$ cat config.mk
export PLATFORM = sky130hd
export DESIGN_NAME = daq_event_word_decoder
export DESIGN_NICKNAME = d
export VERILOG_FILES = /design/src/rtl/dwd_pkg.sv /design/src/rtl/daq_event_word_decoder.sv /design/src/rtl/dwd_decoder.sv /design/src/rtl/dwd_rec_fifo.sv
export SDC_FILE = /design/constraint.sdc
export NUM_CORES = 1
export LEC_CHECK = 0
export ABC_AREA = 0
export BUFFER_PORTS_ARGS = -buffer_cell sky130_fd_sc_hd__buf_2
export CAP_MARGIN = 20
export CORE_AREA = 10 10 181 183
export DETAILED_ROUTE_END_ITERATION = 8
export DIE_AREA = 0 0 191 193
export GPL_ROUTABILITY_DRIVEN = 1
export PLACE_DENSITY = 0.67
export SETUP_SLACK_MARGIN = 0.02
export SYNTH_ARGS = -nofsm -noshare
export SYNTH_HDL_FRONTEND = slang
export SYNTH_SLANG_ARGS = --single-unit
$ cat constraint.sdc
create_clock -name clk -period 5 [get_ports clk]
set_clock_uncertainty 0.05 [all_clocks]
set_input_delay 1.25 -clock clk [delete_from_list [all_inputs] [get_ports clk]]
set_output_delay 1.25 -clock clk [all_outputs]
set_load 0.01 [all_outputs]
$ cat src/rtl/dwd_pkg.sv
package dwd_pkg;

	localparam int MAX_HITS_DEF = 1000;
	localparam int FIFO_DEPTH   = 4;

	localparam logic [1:0] KIND_ADC_HIT = 2'd0;
	localparam logic [1:0] KIND_TDC_HIT = 2'd1;
	localparam logic [1:0] KIND_ERROR   = 2'd2;
	localparam logic [1:0] KIND_DONE    = 2'd3;

	localparam logic [3:0] ERR_NONE          = 4'd0;
	localparam logic [3:0] ERR_ADC_HEADER    = 4'd1;
	localparam logic [3:0] ERR_ADC_NON_EVENT = 4'd2;
	localparam logic [3:0] ERR_ADC_UNKNOWN   = 4'd3;
	localparam logic [3:0] ERR_LAYER_ORDER   = 4'd4;
	localparam logic [3:0] ERR_OUTSIDE_LAYER = 4'd5;
	localparam logic [3:0] ERR_HIT_LIMIT     = 4'd6;
	localparam logic [3:0] ERR_TDC_ERROR     = 4'd7;
	localparam logic [3:0] ERR_TDC_UNKNOWN   = 4'd8;

	typedef struct packed {
		logic [1:0]  kind;
		logic        module_bit;
		logic [6:0]  channel;
		logic [18:0] value;
		logic        trailing_edge;
		logic [3:0]  error_code;
		logic [15:0] word_count;
		logic        last;
	} rec_t;

	typedef struct packed {
		logic [1:0] n;
		rec_t       rec0;
		rec_t       rec1;
	} push_t;

	function automatic rec_t err_rec(input logic [3:0] code);
		rec_t r;
		r            = '0;
		r.kind       = KIND_ERROR;
		r.error_code = code;
		return r;
	endfunction

endpackage

$ cat src/rtl/daq_event_word_decoder.sv
// Event word decoder for a data-acquisition readout stream.
// Slave channel: one raw 16-bit event word per transfer on s_tdata[15:0];
// s_tlast marks the final word of the event.
// Master channel: one record per transfer. m_tuser carries the record kind
// (ADC hit, TDC hit, error, event done); m_tlast is set on the last record
// that a given input word causes.
// A word is registered in the input stage at its transfer and decoded from
// there; its records are written into the queue and shown on the master side
// from the queue's registers. The decode pass handles one word per cycle
// while the queue has room, so words stream at one per cycle while each causes
// at most one record and the master side takes them; a word that causes two
// records (a hit or error plus the done record) goes out as two master transfers.
// A four-entry record queue separates the sides: input is taken while it has
// room for two records, so a stall on the master side backs up into s_tready
// once the queue holds three or more records. No record is dropped.
// Reset clears the parse state, the queue and the input stage; the first
// word after reset is taken as a segment size word.
module daq_event_word_decoder #(
	parameter int MAX_HITS = dwd_pkg::MAX_HITS_DEF
) (
	input  logic        clk,
	input  logic        arst_n,
	input  logic        s_tvalid,
	output logic        s_tready,
	input  logic [15:0] s_tdata,   // [15:0] data_word
	input  logic        s_tlast,
	output logic        m_tvalid,
	input  logic        m_tready,
	output logic [47:0] m_tdata,   // [0] module_bit, [7:1] channel, [26:8] value,
	                               // [27] trailing_edge, [31:28] error_code,
	                               // [47:32] word_count
	output logic [1:0]  m_tuser,   // [1:0] record_kind
	output logic        m_tlast
);
	import dwd_pkg::*;

	push_t push;
	rec_t  head;
	logic  room;
	logic  not_empty;

	dwd_decoder #(
		.MAX_HITS(MAX_HITS)
	) u_decoder (
		.clk      (clk),
		.arst_n   (arst_n),
		.in_valid (s_tvalid),
		.in_ready (s_tready),
		.in_word  (s_tdata),
		.in_eoe   (s_tlast),
		.room     (room),
		.push     (push)
	);

	dwd_rec_fifo #(
		.DEPTH(FIFO_DEPTH)
	) u_fifo (
		.clk       (clk),
		.arst_n    (arst_n),
		.push      (push),
		.pop       (m_tvalid && m_tready),
		.head      (head),
		.not_empty (not_empty),
		.room      (room)
	);

	assign m_tvalid = not_empty;
	assign m_tuser  = head.kind;
	assign m_tlast  = head.last;
	assign m_tdata  = {head.word_count, head.error_code, head.trailing_edge,
	                   head.value, head.channel, head.module_bit};

endmodule

$ cat src/rtl/dwd_decoder.sv
module dwd_decoder #(
	parameter int MAX_HITS = dwd_pkg::MAX_HITS_DEF
) (
	input  logic           clk,
	input  logic           arst_n,
	input  logic           in_valid,
	output logic           in_ready,
	input  logic [15:0]    in_word,
	input  logic           in_eoe,
	input  logic           room,
	output dwd_pkg::push_t push
);
	import dwd_pkg::*;

	localparam int HIT_W = $clog2(MAX_HITS + 1);
	localparam logic [HIT_W:0] HIT_LIMIT = MAX_HITS[HIT_W:0];

	localparam logic [1:0] PH_SIZE = 2'd0;
	localparam logic [1:0] PH_ID   = 2'd1;
	localparam logic [1:0] PH_LOW  = 2'd2;
	localparam logic [1:0] PH_HIGH = 2'd3;

	localparam logic [1:0] SEG_SKIP = 2'd0;
	localparam logic [1:0] SEG_ADC  = 2'd1;
	localparam logic [1:0] SEG_TDC  = 2'd2;

	localparam logic [1:0] LAYER_GLOBAL    = 2'd0;
	localparam logic [1:0] LAYER_IN_GLOBAL = 2'd1;
	localparam logic [1:0] LAYER_TDC       = 2'd2;

	localparam logic [4:0] TDC_GLOBAL_HDR = 5'h08;
	localparam logic [4:0] TDC_GLOBAL_TRL = 5'h10;
	localparam logic [4:0] TDC_EXT_TIME   = 5'h11;
	localparam logic [4:0] TDC_HDR        = 5'h01;
	localparam logic [4:0] TDC_MEAS       = 5'h00;
	localparam logic [4:0] TDC_ERR        = 5'h04;
	localparam logic [4:0] TDC_TRL        = 5'h03;

	localparam logic [1:0] ADC_DATA   = 2'b00;
	localparam logic [1:0] ADC_HEADER = 2'b01;
	localparam logic [1:0] ADC_EOE    = 2'b11;
	localparam logic [10:0] ADC_DATA_ID = 11'h020;

	logic               valid_s1;
	logic [15:0]        word_s1;
	logic               eoe_s1;
	logic               advance;

	logic [1:0]         phase_q, phase_d;
	logic signed [16:0] seg_q, seg_d, sl_dec;
	logic [1:0]         kind_q, kind_d;
	logic [15:0]        low_q, low_d;
	logic [9:0]         adc_left_q, adc_left_d;
	logic               adc_mod_q, adc_mod_d;
	logic [1:0]         layer_q, layer_d;
	logic [HIT_W-1:0]   hit_q, hit_d;
	logic [HIT_W:0]     hit_inc;
	logic               abort_q, abort_d;
	logic [15:0]        words_q, words_inc;
	logic [31:0]        full;
	logic               has_rec;
	rec_t               rec, done;

	assign advance  = valid_s1 && room;
	assign in_ready = !valid_s1 || room;

	always_ff @(posedge clk or negedge arst_n) begin
		if (!arst_n) begin
			valid_s1 <= 1'b0;
		end else if (in_ready) begin
			valid_s1 <= in_valid;
		end
	end

	always_ff @(posedge clk) begin
		if (in_ready && in_valid) begin
			word_s1 <= in_word;
			eoe_s1  <= in_eoe;
		end
	end

	always_comb begin
		phase_d    = phase_q;
		seg_d      = seg_q;
		kind_d     = kind_q;
		low_d      = low_q;
		adc_left_d = adc_left_q;
		adc_mod_d  = adc_mod_q;
		layer_d    = layer_q;
		hit_d      = hit_q;
		abort_d    = abort_q;
		has_rec    = 1'b0;
		rec        = '0;
		full       = {word_s1, low_q};
		sl_dec     = seg_q - 17'sd1;
		hit_inc    = {1'b0, hit_q} + {{HIT_W{1'b0}}, 1'b1};
		words_inc  = (words_q != 16'hffff) ? words_q + 16'd1 : words_q;

		if (!abort_q) begin
			case (phase_q)
				PH_SIZE: begin
					seg_d   = $signed({1'b0, word_s1}) - 17'sd2;
					phase_d = PH_ID;
				end
				PH_ID: begin
					kind_d     = (word_s1 == 16'd1) ? SEG_ADC :
					             (word_s1 == 16'd2) ? SEG_TDC : SEG_SKIP;
					layer_d    = LAYER_GLOBAL;
					adc_left_d = '0;
					phase_d    = (seg_q > 17'sd0) ? PH_LOW : PH_SIZE;
				end
				PH_LOW: begin
					low_d   = word_s1;
					seg_d   = sl_dec;
					phase_d = PH_HIGH;
				end
				default: begin
					seg_d = sl_dec;
					case (kind_q)
						SEG_ADC: begin
							if (adc_left_q != 10'd0) begin
								adc_left_d = adc_left_q - 10'd1;
								case (full[31:30])
									ADC_DATA: begin
										has_rec = 1'b1;
										if (full[31:21] == ADC_DATA_ID) begin
											rec.kind       = KIND_ADC_HIT;
											rec.module_bit = adc_mod_q;
											rec.channel    = {2'b00, full[20:16]};
											rec.value      = {3'b000, full[15:0]};
										end else begin
											rec = err_rec(ERR_ADC_NON_EVENT);
										end
									end
									ADC_EOE: begin
									end
									default: begin
										has_rec = 1'b1;
										rec     = err_rec(ERR_ADC_UNKNOWN);
									end
								endcase
							end else if (full[31:30] == ADC_HEADER) begin
								adc_mod_d  = full[16];
								adc_left_d = full[9:0];
							end else begin
								has_rec = 1'b1;
								rec     = err_rec(ERR_ADC_HEADER);
							end
						end
						SEG_TDC: begin
							case (full[31:27])
								TDC_GLOBAL_HDR: begin
									layer_d = LAYER_IN_GLOBAL;
								end
								TDC_GLOBAL_TRL: begin
									if (layer_q != LAYER_IN_GLOBAL) begin
										has_rec = 1'b1;
										rec     = err_rec(ERR_LAYER_ORDER);
									end else begin
										layer_d = LAYER_GLOBAL;
									end
								end
								TDC_EXT_TIME: begin
								end
								TDC_HDR: begin
									if (layer_q != LAYER_IN_GLOBAL) begin
										has_rec = 1'b1;
										rec     = err_rec(ERR_LAYER_ORDER);
									end else begin
										layer_d = LAYER_TDC;
									end
								end
								TDC_MEAS: begin
									has_rec = 1'b1;
									if (layer_q != LAYER_TDC) begin
										abort_d = 1'b1;
										rec     = err_rec(ERR_OUTSIDE_LAYER);
									end else begin
										hit_d = hit_inc[HIT_W-1:0];
										if (hit_inc >= HIT_LIMIT) begin
											abort_d = 1'b1;
											rec     = err_rec(ERR_HIT_LIMIT);
										end else begin
											rec.kind          = KIND_TDC_HIT;
											rec.channel       = full[25:19];
											rec.value         = full[18:0];
											rec.trailing_edge = full[26];
										end
									end
								end
								TDC_ERR: begin
									has_rec = 1'b1;
									rec     = err_rec(ERR_TDC_ERROR);
								end
								TDC_TRL: begin
									if (layer_q != LAYER_TDC) begin
										has_rec = 1'b1;
										rec     = err_rec(ERR_LAYER_ORDER);
									end else begin
										layer_d = LAYER_IN_GLOBAL;
									end
								end
								default: begin
									has_rec = 1'b1;
									rec     = err_rec(ERR_TDC_UNKNOWN);
								end
							endcase
						end
						default: begin
						end
					endcase
					phase_d = (adc_left_d != 10'd0 || sl_dec > 17'sd0) ? PH_LOW : PH_SIZE;
				end
			endcase
		end

		rec.last        = !eoe_s1;
		done            = '0;
		done.kind       = KIND_DONE;
		done.word_count = words_inc;
		done.last       = 1'b1;

		push.rec0 = has_rec ? rec : done;
		push.rec1 = done;
		if (!advance) begin
			push.n = 2'd0;
		end else begin
			push.n = {1'b0, has_rec} + {1'b0, eoe_s1};
		end
	end

	always_ff @(posedge clk or negedge arst_n) begin
		if (!arst_n) begin
			phase_q    <= PH_SIZE;
			seg_q      <= '0;
			kind_q     <= SEG_SKIP;
			adc_left_q <= '0;
			adc_mod_q  <= 1'b0;
			layer_q    <= LAYER_GLOBAL;
			hit_q      <= '0;
			abort_q    <= 1'b0;
			words_q    <= '0;
		end else if (advance) begin
			if (eoe_s1) begin
				phase_q    <= PH_SIZE;
				seg_q      <= '0;
				kind_q     <= SEG_SKIP;
				adc_left_q <= '0;
				adc_mod_q  <= 1'b0;
				layer_q    <= LAYER_GLOBAL;
				hit_q      <= '0;
				abort_q    <= 1'b0;
				words_q    <= '0;
			end else begin
				phase_q    <= phase_d;
				seg_q      <= seg_d;
				kind_q     <= kind_d;
				adc_left_q <= adc_left_d;
				adc_mod_q  <= adc_mod_d;
				layer_q    <= layer_d;
				hit_q      <= hit_d;
				abort_q    <= abort_d;
				words_q    <= words_inc;
			end
		end
	end

	always_ff @(posedge clk) begin
		if (advance) begin
			low_q <= low_d;
		end
	end

endmodule

$ cat src/rtl/dwd_rec_fifo.sv
module dwd_rec_fifo #(
	parameter int DEPTH = dwd_pkg::FIFO_DEPTH
) (
	input  logic           clk,
	input  logic           arst_n,
	input  dwd_pkg::push_t push,
	input  logic           pop,
	output dwd_pkg::rec_t  head,
	output logic           not_empty,
	output logic           room
);
	import dwd_pkg::*;

	localparam int PTR_W = $clog2(DEPTH);
	localparam int CNT_W = $clog2(DEPTH + 1);

	rec_t             mem_q [DEPTH];
	logic [PTR_W-1:0] wr_q, rd_q;
	logic [CNT_W-1:0] cnt_q;
	logic [PTR_W-1:0] wr_next;

	assign wr_next   = (wr_q == PTR_W'(DEPTH - 1)) ? '0 : wr_q + PTR_W'(1);
	assign head      = mem_q[rd_q];
	assign not_empty = cnt_q != '0;
	assign room      = cnt_q <= CNT_W'(DEPTH - 2);

	always_ff @(posedge clk) begin
		if (push.n != 2'd0) begin
			mem_q[wr_q] <= push.rec0;
		end
		if (push.n == 2'd2) begin
			mem_q[wr_next] <= push.rec1;
		end
	end

	always_ff @(posedge clk or negedge arst_n) begin
		if (!arst_n) begin
			wr_q  <= '0;
			rd_q  <= '0;
			cnt_q <= '0;
		end else begin
			if (push.n == 2'd2) begin
				wr_q <= (wr_next == PTR_W'(DEPTH - 1)) ? '0 : wr_next + PTR_W'(1);
			end else if (push.n != 2'd0) begin
				wr_q <= wr_next;
			end
			if (pop) begin
				rd_q <= (rd_q == PTR_W'(DEPTH - 1)) ? '0 : rd_q + PTR_W'(1);
			end
			cnt_q <= cnt_q + CNT_W'(push.n) - CNT_W'(pop);
		end
	end

endmodule
==> out/qor.json, run 1 <==
{
  "power": {
    "p_sw_share_pct": 34.1,
    "pwr_density_cell_mw_per_mm2": 489,
    "p_sw_uw": 2720,
    "comb_power_share_pct": 25.9,
    "ir_drop_v": 0.000384,
    "p_clk_share_pct": 32.1,
    "total_leakage_power_uw": 0.00608,
    "p_seq_share_pct": 42.0,
    "internal-power_uw": 5250
  },
  "cts": {
    "hold_buffers": 0,
    "post_cts_buffers": 0,
    "clkTransAtPathRegs_ns": 0.06,
    "tritoncts.num_buffers": 35,
    "clk_path_buf_depth": 3,
    "cts_tree": "yes",
    "cts-resized-gates": 0,
    "worstSkewPairLatency_ns": 0.53,
    "cts_htree_levels": 2,
    "cts_root_cell": "sky130_fd_sc_hd__clkbuf_16",
    "cts_sinks": 306
  },
  "floorplan": {
    "die_area_mm2": 0.0369,
    "ioPinCount": 74,
    "die_y_um": 193,
    "die_x_um": 191,
    "num_rows": 63,
    "core_region_area_mm2": 0.0292,
    "starting_density_of_the_core_pct": 49.3
  },
  "worst_setup_path": {
    "highest_fanout_seen_on_the_critical_path": 20,
    "slowest_delay_ns": 0.59,
    "cpMostUsedCell": "sky130_fd_sc_hd__nor2_1",
    "critical_path.startpoint_type": "flip-flop",
    "critical_path.endpoint_type": "flip-flop",
    "required_time_at_the_worst_slack_endpoint_ns": 5.31,
    "arrival_ns": 4.90,
    "crit_buf_inv": 1,
    "path_cells": "inv_1 -> ha_1 -> or4b_1 -> or3_1 -> a2111o_1 -> o211a_2 -> nor2_1 -> ha_1 -> nor2_1 -> nor2_1 -> o21ai_2 -> a21o_1 -> nor2_1",
    "critical_path_class": "reg -> reg",
    "crit_family": "simple AND/OR/NAND/NOR gates",
    "critical_path.slowest_cell": "sky130_fd_sc_hd__or4b_1"
  },
  "global_route": {
    "global_route.usage.total_pct": 20.6,
    "globalRoute.totalOverflow": 0,
    "antenna_found_initial": 1,
    "via_count_of_the_first_global_routing_pass": 10900,
    "grt_first_pass_wirelength_mm": 61.3,
    "largest_net_degree_at_the_start_of_global_routing": 54
  },
  "final_layout": {
    "finish.instance_area_mm2": 0.0163,
    "syn_to_final_growth_pct": 13.0,
    "drive_gt1_share_pct": 16.4,
    "antenna_cells_inserted": 0,
    "nets": 1501,
    "nFillCells": 2547,
    "layout.cells.non_filler": 1870
  },
  "yosys": {
    "netlist_top_cells_area": "sky130_fd_sc_hd__edfxtp_1 20%, sky130_fd_sc_hd__dfxtp_1 19%, sky130_fd_sc_hd__dfrtp_1 12%",
    "mappedNetlistNets": 1453,
    "synth_top_area_share_pct": 20.2,
    "synth-edff-count": 97,
    "synth_warnings": 0,
    "synth_cells": 1406,
    "synth_seq_area_share_pct": 51.6,
    "synth_seq_cells": 306,
    "dominantRegCellSynth": "sky130_fd_sc_hd__dfxtp_1",
    "synth_async_sr_flop_share_pct": 22.5,
    "post_synth_instance_area_mm2": 0.0144,
    "syn_area_per_cell_um2": 10.3,
    "ys_types": 77,
    "synthTopCellsByCount": "188 x sky130_fd_sc_hd__nand2_1, 183 x sky130_fd_sc_hd__o21ai_0, 140 x sky130_fd_sc_hd__dfxtp_1",
    "synth.most_common_cell": "sky130_fd_sc_hd__nand2_1",
    "synth_area_leader_cell": "sky130_fd_sc_hd__edfxtp_1"
  },
  "routing": {
    "route.antenna.remaining_nets": 0,
    "wirelength_mm": 38.1,
    "drt-wirelength-per-cell_um": 20.4,
    "routed-via-count": 11200,
    "ratio_of_routed_vias_to_standard_cells": 5.96,
    "firstDrtPassIters": 5,
    "dr_iter_0_viols": 854,
    "detail_route.drc_violations": 0
  },
  "place": {
    "detailed_place.area_mm2": 0.0151,
    "place_inst": 1807,
    "io_buffers": 73,
    "place.detailed.hpwl_mm": 26.1,
    "routabilityCongestion": 0.933
  },
  "timing": {
    "worstMarginPinSlew_ns": 1.04,
    "setup_violations": 0,
    "setup-tns-final_ns": 0,
    "grt_setup_unrepaired": "false",
    "final_hold_viol_count": 0,
    "final.period_utilization_pct": 91.8,
    "hold_worst_slack_ns": 0.400,
    "minimum_clock_period_ns": 4.59,
    "final-max-slew-violation-count": 0,
    "max_slew_margin_pct": 30.4,
    "clock.fmax_mhz": 218
  },
  "hold_path": {
    "holdCritPathClass": "reg -> reg"
  },
  "run_status": {
    "status": "finished clean"
  },
  "job": {
    "drv_cap": 0
  }
}
==> flip-flops by register name, indices dropped and copies added, names as in the netlist, 2 cells and up <==
register              count
u_decoder.adc_left_q     10
u_decoder.hit_q          10
u_decoder.kind_q          2
u_decoder.layer_q         2
u_decoder.low_q          16
u_decoder.phase_q         2
u_decoder.seg_q          17
u_decoder.word_s1        16
u_decoder.words_q        16
u_fifo.cnt_q              3
u_fifo.mem_q            204
u_fifo.rd_q               2
u_fifo.wr_q               2
==> worst paths after layout <==
| kind | slack [ns] | startpoint | endpoint | cells past startpoint |
|---|---|---|---|---|
| min in group asynchronous | 0.65 | arst_n | u_decoder.words_q[10]$_DFFE_PN0P_ | 1 |
| setup / recovery | 0.41 | u_decoder.adc_left_q[0]$_DFFE_PN0P_ | u_fifo.mem_q[2][10]$_DFFE_PP_ | 13 |
| hold reg to reg | 0.40 | u_fifo.mem_q[1][48]$_SDFFE_PP0P_ | u_fifo.mem_q[1][48]$_SDFFE_PP0P_ | 2 |
| max in group asynchronous | 3.16 | arst_n | u_decoder.adc_left_q[7]$_DFFE_PN0P_ | 2 |
| hold / removal | 0.40 | u_fifo.mem_q[1][48]$_SDFFE_PP0P_ | u_fifo.mem_q[1][48]$_SDFFE_PP0P_ | 2 |
| setup reg to reg | 0.41 | u_decoder.adc_left_q[0]$_DFFE_PN0P_ | u_fifo.mem_q[2][10]$_DFFE_PP_ | 13 |
==> tightest hold or removal path: cells and delay by family, from the launching register on <==
kind            cells  cell delay (ns)
flops               1             0.32
simple gates        1             0.04
compound gates      1             0.05
==> per-layer routing <==
metal	global-route usage [%]	share of wire (%)	vias to the layer above
met2	33.6	47	335
met4	5.45	2.1	0
met5	0	0	-
met3	2.99	6.0	66
met1	28.3	44	5528
li1	-	-	5222
==> cell families (layout without fill, tap and decap cells) <==
kind of cell | after synthesis | count (layout) | share of synthesized area [%]
buf+inv | 120 | 194 | 3.34
flops | 306 | 306 | 51.6
mux | 59 | 59 | 8.54
xor+xnor | 32 | 32 | 1.94
simple gates | 515 | 515 | 17.2
fa+ha+maj | 26 | 26 | 2.31
compound gates | 348 | 348 | 15.1
==> power groups by stage <==
stage | Combinational, µW | Clock, µW | Sequential, µW
3_5_place_dp | 2070 | 0 | 3400
3_3_place_gp | 2050 | 0 | 3390
6_report | 2060 | 2560 | 3350
4_1_cts | 2080 | 2600 | 3360
2_1_floorplan | 1640 | 0 | 3070
5_1_grt | 2280 | 2700 | 3400
==> through the flow <==
step | util [%] | total power [µW] | worst slack [ns]
floorplan | - | 4710 | 0.549
finish | 55.7 | 7970 | 0.410
detailed placement | 51.7 | 5460 | 0.478
CTS | 55.7 | 8030 | 0.452
global route | 55.7 | 8380 | 0.0980
global placement | 51.7 | 5440 | 0.579
==> cell type report <==
class                           instances  area, µm²  area share (%)
Timing Repair Buffer                   98        553            3.39
Clock buffer                           48        995            6.11
Sequential cell                       306       7450            45.7
Multi-Input combinational cell        980       6520            40.0
Clock inverter                         15        164            1.01
Tap cell                              390        488            3.00
Inverter                               33        124           0.760
==> layout by cell type (no fill, tap or decap), types with 8 or more instances in the layout <==
cell | netlist | final
sky130_fd_sc_hd__nor4_1 | 15 | 15
sky130_fd_sc_hd__and2_1 | 26 | 26
sky130_fd_sc_hd__and3_1 | 13 | 13
sky130_fd_sc_hd__a2bb2oi_1 | 10 | 10
sky130_fd_sc_hd__or4_1 | 10 | 10
sky130_fd_sc_hd__o21ai_0 | 183 | 179
sky130_fd_sc_hd__nor2_1 | 123 | 123
sky130_fd_sc_hd__xor2_1 | 18 | 18
sky130_fd_sc_hd__dfxtp_1 | 140 | 140
sky130_fd_sc_hd__nand3_1 | 21 | 21
sky130_fd_sc_hd__xnor2_1 | 14 | 14
sky130_fd_sc_hd__nor2b_1 | 11 | 11
sky130_fd_sc_hd__nand2_1 | 188 | 188
sky130_fd_sc_hd__nand4_1 | 9 | 9
sky130_fd_sc_hd__ha_1 | 25 | 25
sky130_fd_sc_hd__buf_2 | 11 | 73
sky130_fd_sc_hd__buf_4 | 0 | 25
sky130_fd_sc_hd__or2_2 | 14 | 14
sky130_fd_sc_hd__inv_1 | 33 | 33
sky130_fd_sc_hd__clkbuf_16 | 0 | 35
sky130_fd_sc_hd__mux4_2 | 51 | 51
sky130_fd_sc_hd__nor3_1 | 23 | 23
sky130_fd_sc_hd__edfxtp_1 | 97 | 97
sky130_fd_sc_hd__o31ai_1 | 9 | 9
sky130_fd_sc_hd__a22o_1 | 16 | 16
sky130_fd_sc_hd__a21oi_1 | 38 | 38
sky130_fd_sc_hd__o41ai_1 | 8 | 8
sky130_fd_sc_hd__o21ai_2 | 4 | 8
sky130_fd_sc_hd__dfrtp_1 | 69 | 67
sky130_fd_sc_hd__nand2b_1 | 31 | 31
sky130_fd_sc_hd__a221o_1 | 20 | 20
Note: power is estimated with default switching activity, not from simulation.
==> run 2: changes to the inputs <==
--- a/config.mk
+++ b/config.mk
@@ -8,9 +8,9 @@
 export ABC_AREA = 0
 export BUFFER_PORTS_ARGS = -buffer_cell sky130_fd_sc_hd__buf_2
 export CAP_MARGIN = 20
-export CORE_AREA = 10 10 181 183
+export CORE_AREA = 10 10 163 203
 export DETAILED_ROUTE_END_ITERATION = 8
-export DIE_AREA = 0 0 191 193
+export DIE_AREA = 0 0 173 213
 export GPL_ROUTABILITY_DRIVEN = 1
 export PLACE_DENSITY = 0.67
 export SETUP_SLACK_MARGIN = 0.02
==> out/qor.json, run 2 (same netlist as run 1, synthesis figures left out) <==
{
  "run_status": {
    "status": "finished clean"
  },
  "worst_setup_path": {
    "critical_path.startpoint_type": "flip-flop",
    "critical_path.endpoint_type": "flip-flop",
    "required_time_at_the_worst_slack_endpoint": {"value": 5.41, "unit": "ns", "change": "+0.10 ns"},
    "critical_path.slowest_cell": "sky130_fd_sc_hd__or4b_1",
    "slowest_delay": {"value": 0.58, "unit": "ns", "change": "about the same"},
    "critical_path_class": "reg -> reg",
    "cpMostUsedCell": "sky130_fd_sc_hd__nor2_1",
    "critical_path_depth": {"value": 14, "change": "+1"},
    "timing.reg2reg.worst_path_depth": {"value": 14, "change": "+1"},
    "crit_buf_inv": {"value": 2, "change": "+1"},
    "path_cells": "inv_1 -> ha_1 -> or4b_1 -> or3_1 -> a2111o_1 -> o211a_2 -> nor2_1 -> ha_1 -> nor2_1 -> nor2_1 -> o21ai_2 -> buf_4 -> and2_1 -> a221o_1",
    "highest_fanout_seen_on_the_critical_path": {"value": 28, "change": "+40%"},
    "crit_family": "simple AND/OR/NAND/NOR gates",
    "arrival": {"value": 5.12, "unit": "ns", "change": "+0.22 ns"}
  },
  "global_route": {
    "grt_first_pass_wirelength": {"value": 60.2, "unit": "mm", "change": "-1.7%"},
    "via_count_of_the_first_global_routing_pass": {"value": 11000, "change": "+0.83%"},
    "largest_net_degree_at_the_start_of_global_routing": {"value": 39, "change": "-28%"},
    "global_route.usage.total": {"value": 20.2, "unit": "%", "change": "-0.43 points"},
    "antenna_found_initial": {"value": 0, "change": "-1"},
    "globalRoute.totalOverflow": {"value": 0, "change": "unchanged"}
  },
  "final_layout": {
    "nFillCells": {"value": 2591, "change": "+1.7%"},
    "drive_gt1_share": {"value": 15.9, "unit": "%", "change": "-0.52 points"},
    "largest_register_ffs": {"value": 204, "change": "unchanged"},
    "antenna_cells_inserted": {"value": 0, "change": "unchanged"},
    "syn_to_final_growth_pct": 12.0,
    "layout_commonest_cell": "sky130_fd_sc_hd__nand2_1",
    "nets": {"value": 1494, "change": "-0.47%"},
    "biggestRegsByFlops": "u_fifo.mem_q: 204 flops, u_decoder.seg_q: 17 flops",
    "regMostFlops": "u_fifo.mem_q",
    "layout_common_cells": "188 x sky130_fd_sc_hd__nand2_1, 179 x sky130_fd_sc_hd__o21ai_0, 140 x sky130_fd_sc_hd__dfxtp_1"
  },
  "routing": {
    "ratio_of_routed_vias_to_standard_cells": {"value": 5.91, "change": "-0.94%"},
    "detail_route.drc_violations": {"value": 0, "change": "unchanged"},
    "firstDrtPassIters": {"value": 5, "change": "unchanged"},
    "wirelength": {"value": 37.8, "unit": "mm", "change": "-0.73%"},
    "route.antenna.remaining_nets": {"value": 0, "change": "unchanged"},
    "drt-wirelength-per-cell": {"value": 20.2, "unit": "µm", "change": "-0.62%"},
    "routed-via-count": {"value": 11000, "change": "-1.0%"},
    "dr_iter_0_viols": {"value": 939, "change": "+10%"}
  },
  "floorplan": {
    "die_area": {"value": 0.0368, "unit": "mm²", "change": "about the same"},
    "die_y": {"value": 213, "unit": "µm", "change": "+10%"},
    "num_rows": {"value": 70, "change": "+11%"},
    "ioPinCount": {"value": 74, "change": "unchanged"},
    "starting_density_of_the_core": {"value": 49.6, "unit": "%", "change": "+0.28 points"},
    "core_region_area": {"value": 0.0291, "unit": "mm²", "change": "-0.57%"},
    "die_x": {"value": 173, "unit": "µm", "change": "-9.4%"}
  },
  "timing": {
    "grt_setup_unrepaired": "false",
    "hold_worst_slack": {"value": 0.397, "unit": "ns", "change": "-0.00254 ns"},
    "minimum_clock_period": {"value": 4.72, "unit": "ns", "change": "+0.126 ns"},
    "setup_violations": {"value": 0, "change": "unchanged"},
    "worstMarginPinSlew": {"value": 1.02, "unit": "ns", "change": "-0.0243 ns"},
    "clock.fmax": {"value": 212, "unit": "MHz", "change": "-2.7%"},
    "final-max-slew-violation-count": {"value": 0, "change": "unchanged"},
    "max_slew_margin": {"value": 31.4, "unit": "%", "change": "+1.0 points"},
    "final_hold_viol_count": {"value": 0, "change": "unchanged"},
    "setup-tns-final": {"value": 0, "unit": "ns", "change": "unchanged"},
    "final.period_utilization": {"value": 94.3, "unit": "%", "change": "+2.5 points"}
  },
  "hold_path": {
    "timing.hold.worst_path_depth": {"value": 2, "change": "unchanged"},
    "holdCritPathClass": "reg -> reg"
  },
  "cts": {
    "cts_sinks": {"value": 306, "change": "unchanged"},
    "clk_path_buf_depth": {"value": 3, "change": "unchanged"},
    "cts_htree_levels": {"value": 1, "change": "-1"},
    "cts_tree": "yes",
    "worstSkewPairLatency": {"value": 0.57, "unit": "ns", "change": "+0.04 ns"},
    "clkTransAtPathRegs": {"value": 0.06, "unit": "ns", "change": "about the same"},
    "hold_buffers": {"value": 0, "change": "unchanged"},
    "tritoncts.num_buffers": {"value": 31, "change": "-11%"},
    "cts_root_cell": "sky130_fd_sc_hd__clkbuf_16"
  },
  "power": {
    "pwr_density_cell": {"value": 478, "unit": "mW/mm²", "change": "-2.2%"},
    "ir_drop": {"value": 0.000377, "unit": "V", "change": "-1.8%"},
    "total_leakage_power": {"value": 0.00599, "unit": "µW", "change": "-1.4%"}
  },
  "place": {
    "place.detailed.hpwl": {"value": 26.0, "unit": "mm", "change": "-0.33%"},
    "routabilityCongestion": {"value": 0.890, "change": "-4.6%"},
    "io_buffers": {"value": 73, "change": "unchanged"}
  },
  "job": {
    "drv_cap": {"value": 0, "change": "unchanged"}
  }
}
[run 2: final timing paths]
kind                                                          start                          endpoint  slack (ns)
max in group asynchronous                                    arst_n    u_decoder.seg_q[6]$_DFFE_PN0P_        3.19
worst min-delay path               u_fifo.mem_q[1][21]$_SDFFE_PP0P_  u_fifo.mem_q[1][21]$_SDFFE_PP0P_        0.40
worst max-delay path            u_decoder.adc_left_q[0]$_DFFE_PN0P_  u_fifo.mem_q[0][44]$_SDFFE_PP0P_        0.28
worst max register to register  u_decoder.adc_left_q[0]$_DFFE_PN0P_  u_fifo.mem_q[0][44]$_SDFFE_PP0P_        0.28
worst min register to register     u_fifo.mem_q[1][21]$_SDFFE_PP0P_  u_fifo.mem_q[1][21]$_SDFFE_PP0P_        0.40
min in group asynchronous                                    arst_n    u_decoder.valid_s1$_DFFE_PN0N_        0.70
[run 2: worst reg2reg max path, cell delays in order (launching register included)]
cell and delay [ns]:
sky130_fd_sc_hd__dfrtp_1 0.39, sky130_fd_sc_hd__inv_1 0.11, sky130_fd_sc_hd__ha_1 0.19, sky130_fd_sc_hd__or4b_1 0.58, sky130_fd_sc_hd__or3_1 0.52, sky130_fd_sc_hd__a2111o_1 0.46
sky130_fd_sc_hd__o211a_2 0.19, sky130_fd_sc_hd__nor2_1 0.17, sky130_fd_sc_hd__ha_1 0.46, sky130_fd_sc_hd__nor2_1 0.07, sky130_fd_sc_hd__nor2_1 0.37, sky130_fd_sc_hd__o21ai_2 0.26
sky130_fd_sc_hd__buf_4 0.31, sky130_fd_sc_hd__and2_1 0.23, sky130_fd_sc_hd__a221o_1 0.25
[run 2: cell type report]
type                       count  area [µm²]  share of cell area [%]
clock buffer                  39         847                    5.24
clock inverter                19         164                    1.01
inverter                      33         124                   0.766
multi-input combinational    980        6530                    40.4
sequential                   306        7440                    46.1
tap                          396         495                    3.07
timing repair buffer          95         556                    3.44
[run 2: timing repair]
action / 4_1_cts / 5_1_grt
setup endpoints to repair: 0 / 17
buffers inserted: 0 / 0
resized for setup: 0 / 2
[run 2: power by group]
group          total, µW  switching [µW]  internal (µW)
combinational       2120            1270            851
sequential          3320             421           2900
clock               2290             981           1310
[run 2: metal layers]
layer,part of all wire [%],track usage (%),wire length [µm],vias up
li1,-,-,-,5191
met1,42,25.5,15900,5456
met2,50,35.4,18900,330
met3,5.6,2.88,2100,57
met4,2.3,6.02,871,0
met5,0,0,0,-
[run 2: stage by stage]
| stage | total power [µW] | instances | util [%] | instance area, µm² | worst slack (ns) |
|---|---|---|---|---|---|
| final | 7730 | 1868 | 55.6 | 16200 | 0.284 |
| after global routing | 8120 | 1868 | 55.6 | 16200 | 0.00782 |
| after CTS | 7770 | 1868 | 55.5 | 16200 | 0.326 |
| after detailed placement | 5490 | 1810 | 52.1 | 15100 | 0.360 |
| after global placement | 5430 | 1809 | 52.0 | 15100 | 0.489 |
| after floorplan | 4710 | 1406 | - | 14400 | 0.549 |
